`src/hw/rtl/md5bc_pkg.sv`:
```
// md5bc_pkg: shared types, constants and table functions for the md5 block
// compression core (word structs, controller command/status, step tables)
// no dependencies
`timescale 1ns / 1ps

package md5bc_pkg;

  // standard md5 initial chaining words
  localparam logic [31:0] IV_A = 32'h67452301;
  localparam logic [31:0] IV_B = 32'hefcdab89;
  localparam logic [31:0] IV_C = 32'h98badcfe;
  localparam logic [31:0] IV_D = 32'h10325476;

  localparam int unsigned BLOCK_WORDS = 16;
  localparam int unsigned NUM_STEPS   = 64;

  // input word
  typedef struct packed {
    logic [31:0] message_word;
    logic        restart;
  } in_word_t;

  // result word
  typedef struct packed {
    logic [31:0] digest_a;
    logic [31:0] digest_b;
    logic [31:0] digest_c;
    logic [31:0] digest_d;
  } out_word_t;

  // controller states
  typedef enum logic [2:0] {
    ST_LOAD  = 3'b001,
    ST_ROUND = 3'b010,
    ST_FINAL = 3'b100
  } state_t;

  // commands from controller to datapath
  typedef struct packed {
    logic       wr_word;
    logic [3:0] wr_addr;
    logic       reload_iv;
    logic       start;
    logic       step;
    logic [5:0] step_idx;
    logic       finish;
  } ctrl_cmd_t;

  // controller status seen at the top level
  typedef struct packed {
    state_t     state;
    logic [3:0] word_count;
  } ctrl_stat_t;

  // sine-derived step constants
  function automatic logic [31:0] step_const(input logic [5:0] idx);
    logic [31:0] k;
    unique case (idx)
      6'd0:  k = 32'hd76aa478;  6'd1:  k = 32'he8c7b756;
      6'd2:  k = 32'h242070db;  6'd3:  k = 32'hc1bdceee;
      6'd4:  k = 32'hf57c0faf;  6'd5:  k = 32'h4787c62a;
      6'd6:  k = 32'ha8304613;  6'd7:  k = 32'hfd469501;
      6'd8:  k = 32'h698098d8;  6'd9:  k = 32'h8b44f7af;
      6'd10: k = 32'hffff5bb1;  6'd11: k = 32'h895cd7be;
      6'd12: k = 32'h6b901122;  6'd13: k = 32'hfd987193;
      6'd14: k = 32'ha679438e;  6'd15: k = 32'h49b40821;
      6'd16: k = 32'hf61e2562;  6'd17: k = 32'hc040b340;
      6'd18: k = 32'h265e5a51;  6'd19: k = 32'he9b6c7aa;
      6'd20: k = 32'hd62f105d;  6'd21: k = 32'h02441453;
      6'd22: k = 32'hd8a1e681;  6'd23: k = 32'he7d3fbc8;
      6'd24: k = 32'h21e1cde6;  6'd25: k = 32'hc33707d6;
      6'd26: k = 32'hf4d50d87;  6'd27: k = 32'h455a14ed;
      6'd28: k = 32'ha9e3e905;  6'd29: k = 32'hfcefa3f8;
      6'd30: k = 32'h676f02d9;  6'd31: k = 32'h8d2a4c8a;
      6'd32: k = 32'hfffa3942;  6'd33: k = 32'h8771f681;
      6'd34: k = 32'h6d9d6122;  6'd35: k = 32'hfde5380c;
      6'd36: k = 32'ha4beea44;  6'd37: k = 32'h4bdecfa9;
      6'd38: k = 32'hf6bb4b60;  6'd39: k = 32'hbebfbc70;
      6'd40: k = 32'h289b7ec6;  6'd41: k = 32'heaa127fa;
      6'd42: k = 32'hd4ef3085;  6'd43: k = 32'h04881d05;
      6'd44: k = 32'hd9d4d039;  6'd45: k = 32'he6db99e5;
      6'd46: k = 32'h1fa27cf8;  6'd47: k = 32'hc4ac5665;
      6'd48: k = 32'hf4292244;  6'd49: k = 32'h432aff97;
      6'd50: k = 32'hab9423a7;  6'd51: k = 32'hfc93a039;
      6'd52: k = 32'h655b59c3;  6'd53: k = 32'h8f0ccc92;
      6'd54: k = 32'hffeff47d;  6'd55: k = 32'h85845dd1;
      6'd56: k = 32'h6fa87e4f;  6'd57: k = 32'hfe2ce6e0;
      6'd58: k = 32'ha3014314;  6'd59: k = 32'h4e0811a1;
      6'd60: k = 32'hf7537e82;  6'd61: k = 32'hbd3af235;
      6'd62: k = 32'h2ad7d2bb;  6'd63: k = 32'heb86d391;
      default: k = 32'h0;
    endcase
    return k;
  endfunction

  // left rotate amount, indexed by {round, step within group of four}
  function automatic logic [4:0] rot_amount(input logic [3:0] idx);
    logic [4:0] s;
    unique case (idx)
      4'd0:  s = 5'd7;   4'd1:  s = 5'd12;  4'd2:  s = 5'd17;  4'd3:  s = 5'd22;
      4'd4:  s = 5'd5;   4'd5:  s = 5'd9;   4'd6:  s = 5'd14;  4'd7:  s = 5'd20;
      4'd8:  s = 5'd4;   4'd9:  s = 5'd11;  4'd10: s = 5'd16;  4'd11: s = 5'd23;
      4'd12: s = 5'd6;   4'd13: s = 5'd10;  4'd14: s = 5'd15;  4'd15: s = 5'd21;
      default: s = 5'd0;
    endcase
    return s;
  endfunction

endpackage

```
`src/hw/rtl/md5bc_ctrl.sv`:
```
// md5bc_ctrl: sequencer for the md5 block compression core
// counts buffered words, steps the 64 steps of the four rounds and hands off the result word
// depends on md5bc_pkg
`timescale 1ns / 1ps

module md5bc_ctrl (
  input  logic                  clk,
  input  logic                  rst_n,
  input  logic                  in_valid,
  input  logic                  in_restart,
  output logic                  in_ready,
  input  logic                  out_ready,
  output logic                  out_valid,
  output md5bc_pkg::ctrl_cmd_t  cmd,
  output md5bc_pkg::ctrl_stat_t stat
);

  md5bc_pkg::state_t state_r, state_nxt;
  logic [3:0] count_r, count_nxt;
  logic [5:0] step_r, step_nxt;
  logic       out_valid_r, out_valid_nxt;
  logic       accept;
  logic [3:0] wr_addr;
  logic       out_free;

  assign in_ready = (state_r == md5bc_pkg::ST_LOAD);
  assign accept   = in_valid && in_ready;
  assign wr_addr  = in_restart ? 4'd0 : count_r;
  assign out_free = !out_valid_r || out_ready;

  // next state and counters
  always_comb begin
    state_nxt     = state_r;
    count_nxt     = count_r;
    step_nxt      = step_r;
    out_valid_nxt = out_valid_r;
    if (out_valid_r && out_ready) begin
      out_valid_nxt = 1'b0;
    end
    unique case (state_r)
      md5bc_pkg::ST_LOAD: begin
        if (accept) begin
          count_nxt = wr_addr + 4'd1;
          if (wr_addr == 4'(md5bc_pkg::BLOCK_WORDS - 1)) begin
            state_nxt = md5bc_pkg::ST_ROUND;
            step_nxt  = 6'd0;
          end
        end
      end
      md5bc_pkg::ST_ROUND: begin
        step_nxt = step_r + 6'd1;
        if (step_r == 6'(md5bc_pkg::NUM_STEPS - 1)) begin
          state_nxt = md5bc_pkg::ST_FINAL;
        end
      end
      md5bc_pkg::ST_FINAL: begin
        if (out_free) begin
          out_valid_nxt = 1'b1;
          state_nxt     = md5bc_pkg::ST_LOAD;
        end
      end
      default: begin
        state_nxt = md5bc_pkg::ST_LOAD;
      end
    endcase
  end

  // command decode
  always_comb begin
    cmd           = '0;
    cmd.wr_word   = accept;
    cmd.wr_addr   = wr_addr;
    cmd.reload_iv = accept && in_restart;
    cmd.start     = accept && (wr_addr == 4'(md5bc_pkg::BLOCK_WORDS - 1));
    cmd.step      = (state_r == md5bc_pkg::ST_ROUND);
    cmd.step_idx  = step_r;
    cmd.finish    = (state_r == md5bc_pkg::ST_FINAL) && out_free;
  end

  // control registers
  always_ff @(posedge clk) begin
    if (!rst_n) begin
      state_r     <= md5bc_pkg::ST_LOAD;
      count_r     <= 4'd0;
      step_r      <= 6'd0;
      out_valid_r <= 1'b0;
    end else begin
      state_r     <= state_nxt;
      count_r     <= count_nxt;
      step_r      <= step_nxt;
      out_valid_r <= out_valid_nxt;
    end
  end

  assign out_valid       = out_valid_r;
  assign stat.state      = state_r;
  assign stat.word_count = count_r;

endmodule

```
`src/hw/rtl/md5bc_datapath.sv`:
```
// md5bc_datapath: word buffer, chaining value, working registers and
// one md5 step per cycle, plus the result register
// depends on md5bc_pkg
`timescale 1ns / 1ps

module md5bc_datapath (
  input  logic                 clk,
  input  logic                 rst_n,
  input  md5bc_pkg::ctrl_cmd_t cmd,
  input  logic [31:0]          in_word,
  output md5bc_pkg::out_word_t out_data
);

  logic [31:0] blk_r [md5bc_pkg::BLOCK_WORDS];
  logic [31:0] cv_a_r, cv_b_r, cv_c_r, cv_d_r;
  logic [31:0] a_r, b_r, c_r, d_r;
  logic [31:0] a_nxt, b_nxt, c_nxt, d_nxt;
  md5bc_pkg::out_word_t out_r;

  logic [1:0]  rnd;
  logic [3:0]  i4;
  logic [3:0]  g;
  logic [31:0] f;
  logic [31:0] sum;
  logic [4:0]  sh;
  logic [63:0] rot_wide;
  logic [31:0] rot;

  assign rnd = cmd.step_idx[5:4];
  assign i4  = cmd.step_idx[3:0];

  // round function and message index
  always_comb begin
    unique case (rnd)
      2'd0: begin
        f = (b_r & c_r) | (~b_r & d_r);
        g = i4;
      end
      2'd1: begin
        f = (d_r & b_r) | (~d_r & c_r);
        g = 4'((i4 << 2) + i4 + 4'd1);
      end
      2'd2: begin
        f = b_r ^ c_r ^ d_r;
        g = 4'((i4 << 1) + i4 + 4'd5);
      end
      default: begin
        f = c_r ^ (b_r | ~d_r);
        g = 4'((i4 << 3) - i4);
      end
    endcase
  end

  // step sum and rotate
  assign sum      = a_r + f + md5bc_pkg::step_const(cmd.step_idx) + blk_r[g];
  assign sh       = md5bc_pkg::rot_amount({rnd, i4[1:0]});
  assign rot_wide = {sum, sum} << sh;
  assign rot      = rot_wide[63:32];

  // working register update
  always_comb begin
    a_nxt = a_r;
    b_nxt = b_r;
    c_nxt = c_r;
    d_nxt = d_r;
    if (cmd.start) begin
      a_nxt = cv_a_r;
      b_nxt = cv_b_r;
      c_nxt = cv_c_r;
      d_nxt = cv_d_r;
    end else if (cmd.step) begin
      a_nxt = d_r;
      b_nxt = b_r + rot;
      c_nxt = b_r;
      d_nxt = c_r;
    end
  end

  // word buffer, no reset
  always_ff @(posedge clk) begin
    if (cmd.wr_word) begin
      blk_r[cmd.wr_addr] <= in_word;
    end
  end

  // working registers
  always_ff @(posedge clk) begin
    a_r <= a_nxt;
    b_r <= b_nxt;
    c_r <= c_nxt;
    d_r <= d_nxt;
  end

  // chaining value: iv at reset and restart, feed-forward add at finish
  always_ff @(posedge clk) begin
    if (!rst_n || cmd.reload_iv) begin
      cv_a_r <= md5bc_pkg::IV_A;
      cv_b_r <= md5bc_pkg::IV_B;
      cv_c_r <= md5bc_pkg::IV_C;
      cv_d_r <= md5bc_pkg::IV_D;
    end else if (cmd.finish) begin
      cv_a_r <= cv_a_r + a_r;
      cv_b_r <= cv_b_r + b_r;
      cv_c_r <= cv_c_r + c_r;
      cv_d_r <= cv_d_r + d_r;
    end
  end

  // result register
  always_ff @(posedge clk) begin
    if (cmd.finish) begin
      out_r.digest_a <= cv_a_r + a_r;
      out_r.digest_b <= cv_b_r + b_r;
      out_r.digest_c <= cv_c_r + c_r;
      out_r.digest_d <= cv_d_r + d_r;
    end
  end

  assign out_data = out_r;

endmodule

```
`src/hw/rtl/md5_block_compression.sv`:
```
// md5_block_compression: md5 compression core, 16 words in, digest word out
// the sixteenth word starts the 64 steps in the single round unit (ROUND state),
// then one final add (FINAL state) raises out_valid; one word a cycle is taken
// while buffering, none while the steps or the final add run; a result held by
// out_ready low stalls the final add of the next block
// reset (synchronous, rst_n low) loads the initial chaining value and clears
// the word count; the word buffer is not reset
`timescale 1ns / 1ps

module md5_block_compression (
  input  logic                 clk,
  input  logic                 rst_n,
  input  logic                 in_valid,
  output logic                 in_ready,
  input  md5bc_pkg::in_word_t  in_data,
  output logic                 out_valid,
  input  logic                 out_ready,
  output md5bc_pkg::out_word_t out_data
);

  md5bc_pkg::ctrl_cmd_t  cmd;
  md5bc_pkg::ctrl_stat_t stat;

  // sequencer
  md5bc_ctrl u_ctrl (
    .clk        (clk),
    .rst_n      (rst_n),
    .in_valid   (in_valid),
    .in_restart (in_data.restart),
    .in_ready   (in_ready),
    .out_ready  (out_ready),
    .out_valid  (out_valid),
    .cmd        (cmd),
    .stat       (stat)
  );

  // datapath
  md5bc_datapath u_dp (
    .clk      (clk),
    .rst_n    (rst_n),
    .cmd      (cmd),
    .in_word  (in_data.message_word),
    .out_data (out_data)
  );

  // controller state stays one-hot
  a_state_onehot: assert property (@(posedge clk) disable iff (!rst_n)
    $onehot(stat.state))
    else $error("controller state not one-hot");

  // a word with restart becomes word 0 of a new block
  a_restart_count: assert property (@(posedge clk) disable iff (!rst_n)
    (in_valid && in_ready && in_data.restart) |=> (stat.word_count == 4'd1))
    else $error("restart word did not start a fresh block");

  // no word taken while the rounds run
  a_no_accept_busy: assert property (@(posedge clk) disable iff (!rst_n)
    cmd.step |-> !in_ready)
    else $error("input accepted during rounds");

  // finishing a block always presents a result
  a_finish_valid: assert property (@(posedge clk) disable iff (!rst_n)
    cmd.finish |=> out_valid)
    else $error("finished block gave no result");

  // a pending result is never overwritten
  a_no_overwrite: assert property (@(posedge clk) disable iff (!rst_n)
    cmd.finish |-> (!out_valid || out_ready))
    else $error("result overwritten before taken");

endmodule

```
`config.mk`:
```
export PLATFORM = sky130hd
export DESIGN_NAME = md5_block_compression
export DESIGN_NICKNAME = d
export VERILOG_FILES = /design/src/hw/rtl/md5bc_pkg.sv /design/src/hw/rtl/md5bc_ctrl.sv /design/src/hw/rtl/md5bc_datapath.sv /design/src/hw/rtl/md5_block_compression.sv
export SDC_FILE = /design/constraint.sdc
export NUM_CORES = 2
export LEC_CHECK = 0
export ABC_CLOCK_PERIOD_IN_PS = 29000
export BUFFER_PORTS_ARGS = -buffer_cell sky130_fd_sc_hd__buf_2
export CORE_UTILIZATION = 55
export CTS_CLUSTER_SIZE = 20
export DETAILED_ROUTE_END_ITERATION = 12
export PLACE_DENSITY_LB_ADDON = 0.25
export SYNTH_ARGS = -nofsm -noshare
export SYNTH_HDL_FRONTEND = slang
export SYNTH_SLANG_ARGS = --single-unit
```
`constraint.sdc`:
```
create_clock -name clk -period 29 [get_ports clk]
set_clock_uncertainty 0.1 [all_clocks]
set_input_delay 4.35 -clock clk [delete_from_list [all_inputs] [get_ports clk]]
set_output_delay 4.35 -clock clk [all_outputs]
set_load 0.005 [all_outputs]
```
==> summary.md <==
| Metric | Value |
|---|---|
| Synth cell types | 81 |
| Min-delay worst type | reg -> reg |
| Initial antenna violation count | 12 |
| Worst-margin pin slew | 1.25 ns |
| Syn avg cell area | 10.9 µm² |
| Pre-antenna DRT Iters | 8 |
| Number of global-route vias before repair | approximately 37000 |
| Grt ovf | 0 |
| Largest net degree at the start of global routing | 130 |
| Peak supply drop | 0.0000728 V |
| Worst Path Buf+Inv | 7 |
| Reg2reg path depth | 41 |
| Reg-to-reg critical path startpoint | u_ctrl.step_r[0] |
| Yosys warning count | 0 |
| Setup slack after layout | 15.52 ns |
| Top cell by count, worst path | o21ai_0 |
| Finished Layout Cells | approximately 6300 |
| Crit path capture type | flop |
| DP Cell Count | just over 6000 |
| Critical path launch point | u_ctrl.step_r[0] |
| Placed cell area | 0.0549 mm² |
| Post-CTS Hold Buffers | 0 |
| Power Dens Cells | 52.2 mW/mm² |
| Number of placed I/O pins | 167 |
| Final Wtd Congestion | 1.02 |
| Via count | 39800 |
| Nets@finish | 5229 |
| Setup CP Type | reg -> reg |
| Final core utilization | ~61% |
| Hold path depth | 2 |
| Crit-path leading delay family | compound AO/OA/AOI/OAI gates |
| R2R Path End | u_dp.b_r[29] |
| Synth top area share | 43.7% |
| # clock sinks | 947 |
| Cell Rows | 113 |
| Post-route antenna net violation count | 0 |
| Share of cells above drive strength 1 | between 10 and 15% |
| Post-synth EDFFs | 768 |
| Critical Path Start Type | flop |
| Comb pwr share | 9.8% |
| Fin crit period | 13.48 ns |
| Hold Vio Cnt, Final | 0 |
| CTS max path bufs | 3 |
| Skew-Pair Late Insertion Delay | ~0.71 ns |
| Area Growth Syn to Fin | 10.1% |
| Min-delay src | u_dp.cv_d_r[26] |
| Pint | 2.30 mW |
| LEAKAGE | between 20 and 25 nW |
| Switching power | 729 µW |
| Ys async rst share | 0% |
| Total Negative Setup Slacks | 0 ns |
| Post-CTS Setup Repair Bufs | 0 |
| Drt total wl | 161 mm |
| Slowest stage delay, CP | 0.77 ns |
| Cell area after synthesis | 0.0528 mm² |
| Die height | 312 µm |
| Final setup viols | 0 |
| Syn Inst Count | between 4000 and 5000 |
| CTS root buffer | clkbuf_16 |
| Fin. max-slew vios | 0 |
| Part of the power in registers | 48.6% |
| Required time of the critical path | 29.32 ns |
| Max Freq | 0.0742 GHz |
| Overall routing resource usage | approximately 33% |
| Post-synthesis sequential area ratio | 50.5% |
| Predominant post-synthesis flop cell | edfxtp_1 |
| CTS tree | done |
| First-pass GRT wire length | 238 mm |
| R2R setup slack | between 15 and 20 ns |
| Core Region | approximately 0.095 mm² |
| DIE WIDTH | around 310 µm |
| Syn_nets | 5156 |
| Post-synthesis register bit count | about 950 |
| # DRC | 0 |
| Commonest cells in the netlist | edfxtp_1, nand2_1, a21oi_1 |
| Pre-CTS setup slack | 15.59 ns |
| Sw frac | 24.0% |
| CP arrival | 13.80 ns |
| PostCTS Resize Cnt | 0 |
| Hold path endpoint | u_dp.cv_d_r[26] |
| Routed len/inst | between 20 and 30 µm |
| Dominant cells by area after synthesis | edfxtp_1, dfxtp_1, mux4_2 |
| Initial Util | 55.6% |
| CP max FO | 47 |
| CTS Buf Count | 96 |
| Via-to-Cell Ratio | 6.36 |
| Hpwl dp | 110 mm |
| Port-buffer cells | 166 |
| Max H-tree Level | 3 |
| Final cycle utilization of the critical path | 46.5% |
| Area leader, netlist | edfxtp_1 |
| Status | finished clean |
| Fin area | 0.0581 mm² |
| Unrepaired setup endpoints after global routing | no |
| Worst-path clk slew | 0.06 ns |
| Full die area | 0.0973 mm² |
| Max_slew headroom | 15.3% |
| Max-cap violations | 0 |
| Most frequent cell after synthesis | edfxtp_1 |
| Worst path slowest cell | buf_4 |
| Clock share of power | 41.6% |
| Iter 0 DRT Violations | 4950 |
[power groups by stage]
stage	combinational, mW	sequential [mW]	clock (mW)
floorplan	0.203	1.50	0
global placement	0.287	1.50	0
detailed placement	0.289	1.50	0
global route	0.323	1.48	1.33
finish	0.297	1.48	1.26
CTS	0.291	1.48	1.28
[flip-flops by register name (all words and copies together) (netlist names), named ones only]
| register | count |
|---|---|
| u_dp.cv_a_r | 32 |
| u_ctrl.count_r | 4 |
| u_dp.blk_r | 512 |
| u_ctrl.out_valid | 1 |
| u_dp.d_r | 32 |
| u_dp.a_r | 32 |
| u_dp.cv_c_r | 32 |
| u_dp.cv_b_r | 32 |
| u_dp.cv_d_r | 32 |
| u_dp.sh | 5 |
| u_dp.b_r | 32 |
| u_ctrl.step_r | 6 |
| u_ctrl.state_r | 3 |
| u_dp.out_data | 128 |
| u_dp.c_r | 32 |
[logic make-up after synthesis]
family | after synthesis | synth area share [%]
buffers and inverters | 525 | 3.75
XOR/XNOR | 217 | 3.60
adder cells (fa/ha/maj) | 315 | 8.28
multiplexers | 238 | 7.76
AND/OR/NAND/NOR | 1345 | 11.1
AO/OA/AOI/OAI | 1248 | 15.1
flip-flops | 947 | 50.5
[layout make-up]
type,count,area (µm²)
antenna,3,7.51
inverter,267,1020
tap,1265,1580
multi-input combinational,3363,24300
clock inverter,54,637
sequential,947,26700
timing repair buffer,233,1350
clock buffer,126,2590
fill,7632,36900
[worst reg2reg max path: cells and delay by family (launching register included)]
family	cells	cell delay, ns
AO/OA/AOI/OAI	18	4.52
XOR/XNOR	2	0.33
adder cells (fa/ha/maj)	5	2.02
buffers and inverters	7	2.68
flip-flops	1	0.53
multiplexers	3	1.19
AND/OR/NAND/NOR	6	1.83
[stage by stage]
stage	power, mW	hold slack [ns]
floorplan	1.71	0.349
global placement	1.79	0.363
detailed placement	1.79	0.370
CTS	3.04	0.378
global route	3.12	0.403
finish	3.03	0.376
[cells in the final DEF (no fill, tap or decap), types with 15 or more instances in the layout]
master / count
edfxtp_1: 768
nand2_1: 731
a21oi_1: 398
o21ai_0: 263
inv_1: 262
nor2_1: 223
ha_1: 216
dfxtp_1: 177
buf_2: 166
mux4_2: 134
xnor2_1: 124
nand3_1: 112
clkbuf_16: 98
xor2_1: 90
mux2i_1: 82
a21o_1: 80
a31oi_1: 71
fa_1: 68
nor3_1: 66
buf_4: 66
a211oi_1: 64
nor2b_1: 51
o21a_1: 39
o211ai_1: 37
o21bai_1: 31
nand2b_1: 31
o221a_2: 31
o22a_1: 31
maj3_1: 31
and3_1: 27
o22ai_1: 26
clkbuf_1: 25
mux2_2: 21
o31ai_1: 17
o221ai_1: 17
and2_2: 16
clkinv_2: 15
[worst max path at each step]
| stage | endpoint | slack [ns] | cells past startpoint |
|---|---|---|---|
| 5_1_grt | u_dp.b_r[29] | 14.57 | 44 |
| 3_3_place_gp | u_dp.b_r[29] | 15.89 | 41 |
| 4_1_cts | u_dp.b_r[29] | 15.55 | 41 |
| 6_report | u_dp.b_r[29] | 15.52 | 41 |
| 2_1_floorplan | u_dp.b_r[29] | 18.30 | 41 |
| 3_5_place_dp | u_dp.b_r[29] | 15.59 | 41 |
[per-layer routing]
layer  part of all wire (%)  vias up  GRT usage (%)  wire, µm
li1                       -    18000              -         -
met3                    9.9      353           6.60     16000
met2                     44     2031           49.8     71800
met4                    4.8       10           14.7      7820
met1                     41    19400           45.5     65800
met5                  0.050        -              0        80
Note: power is estimated with default switching activity, not from simulation.
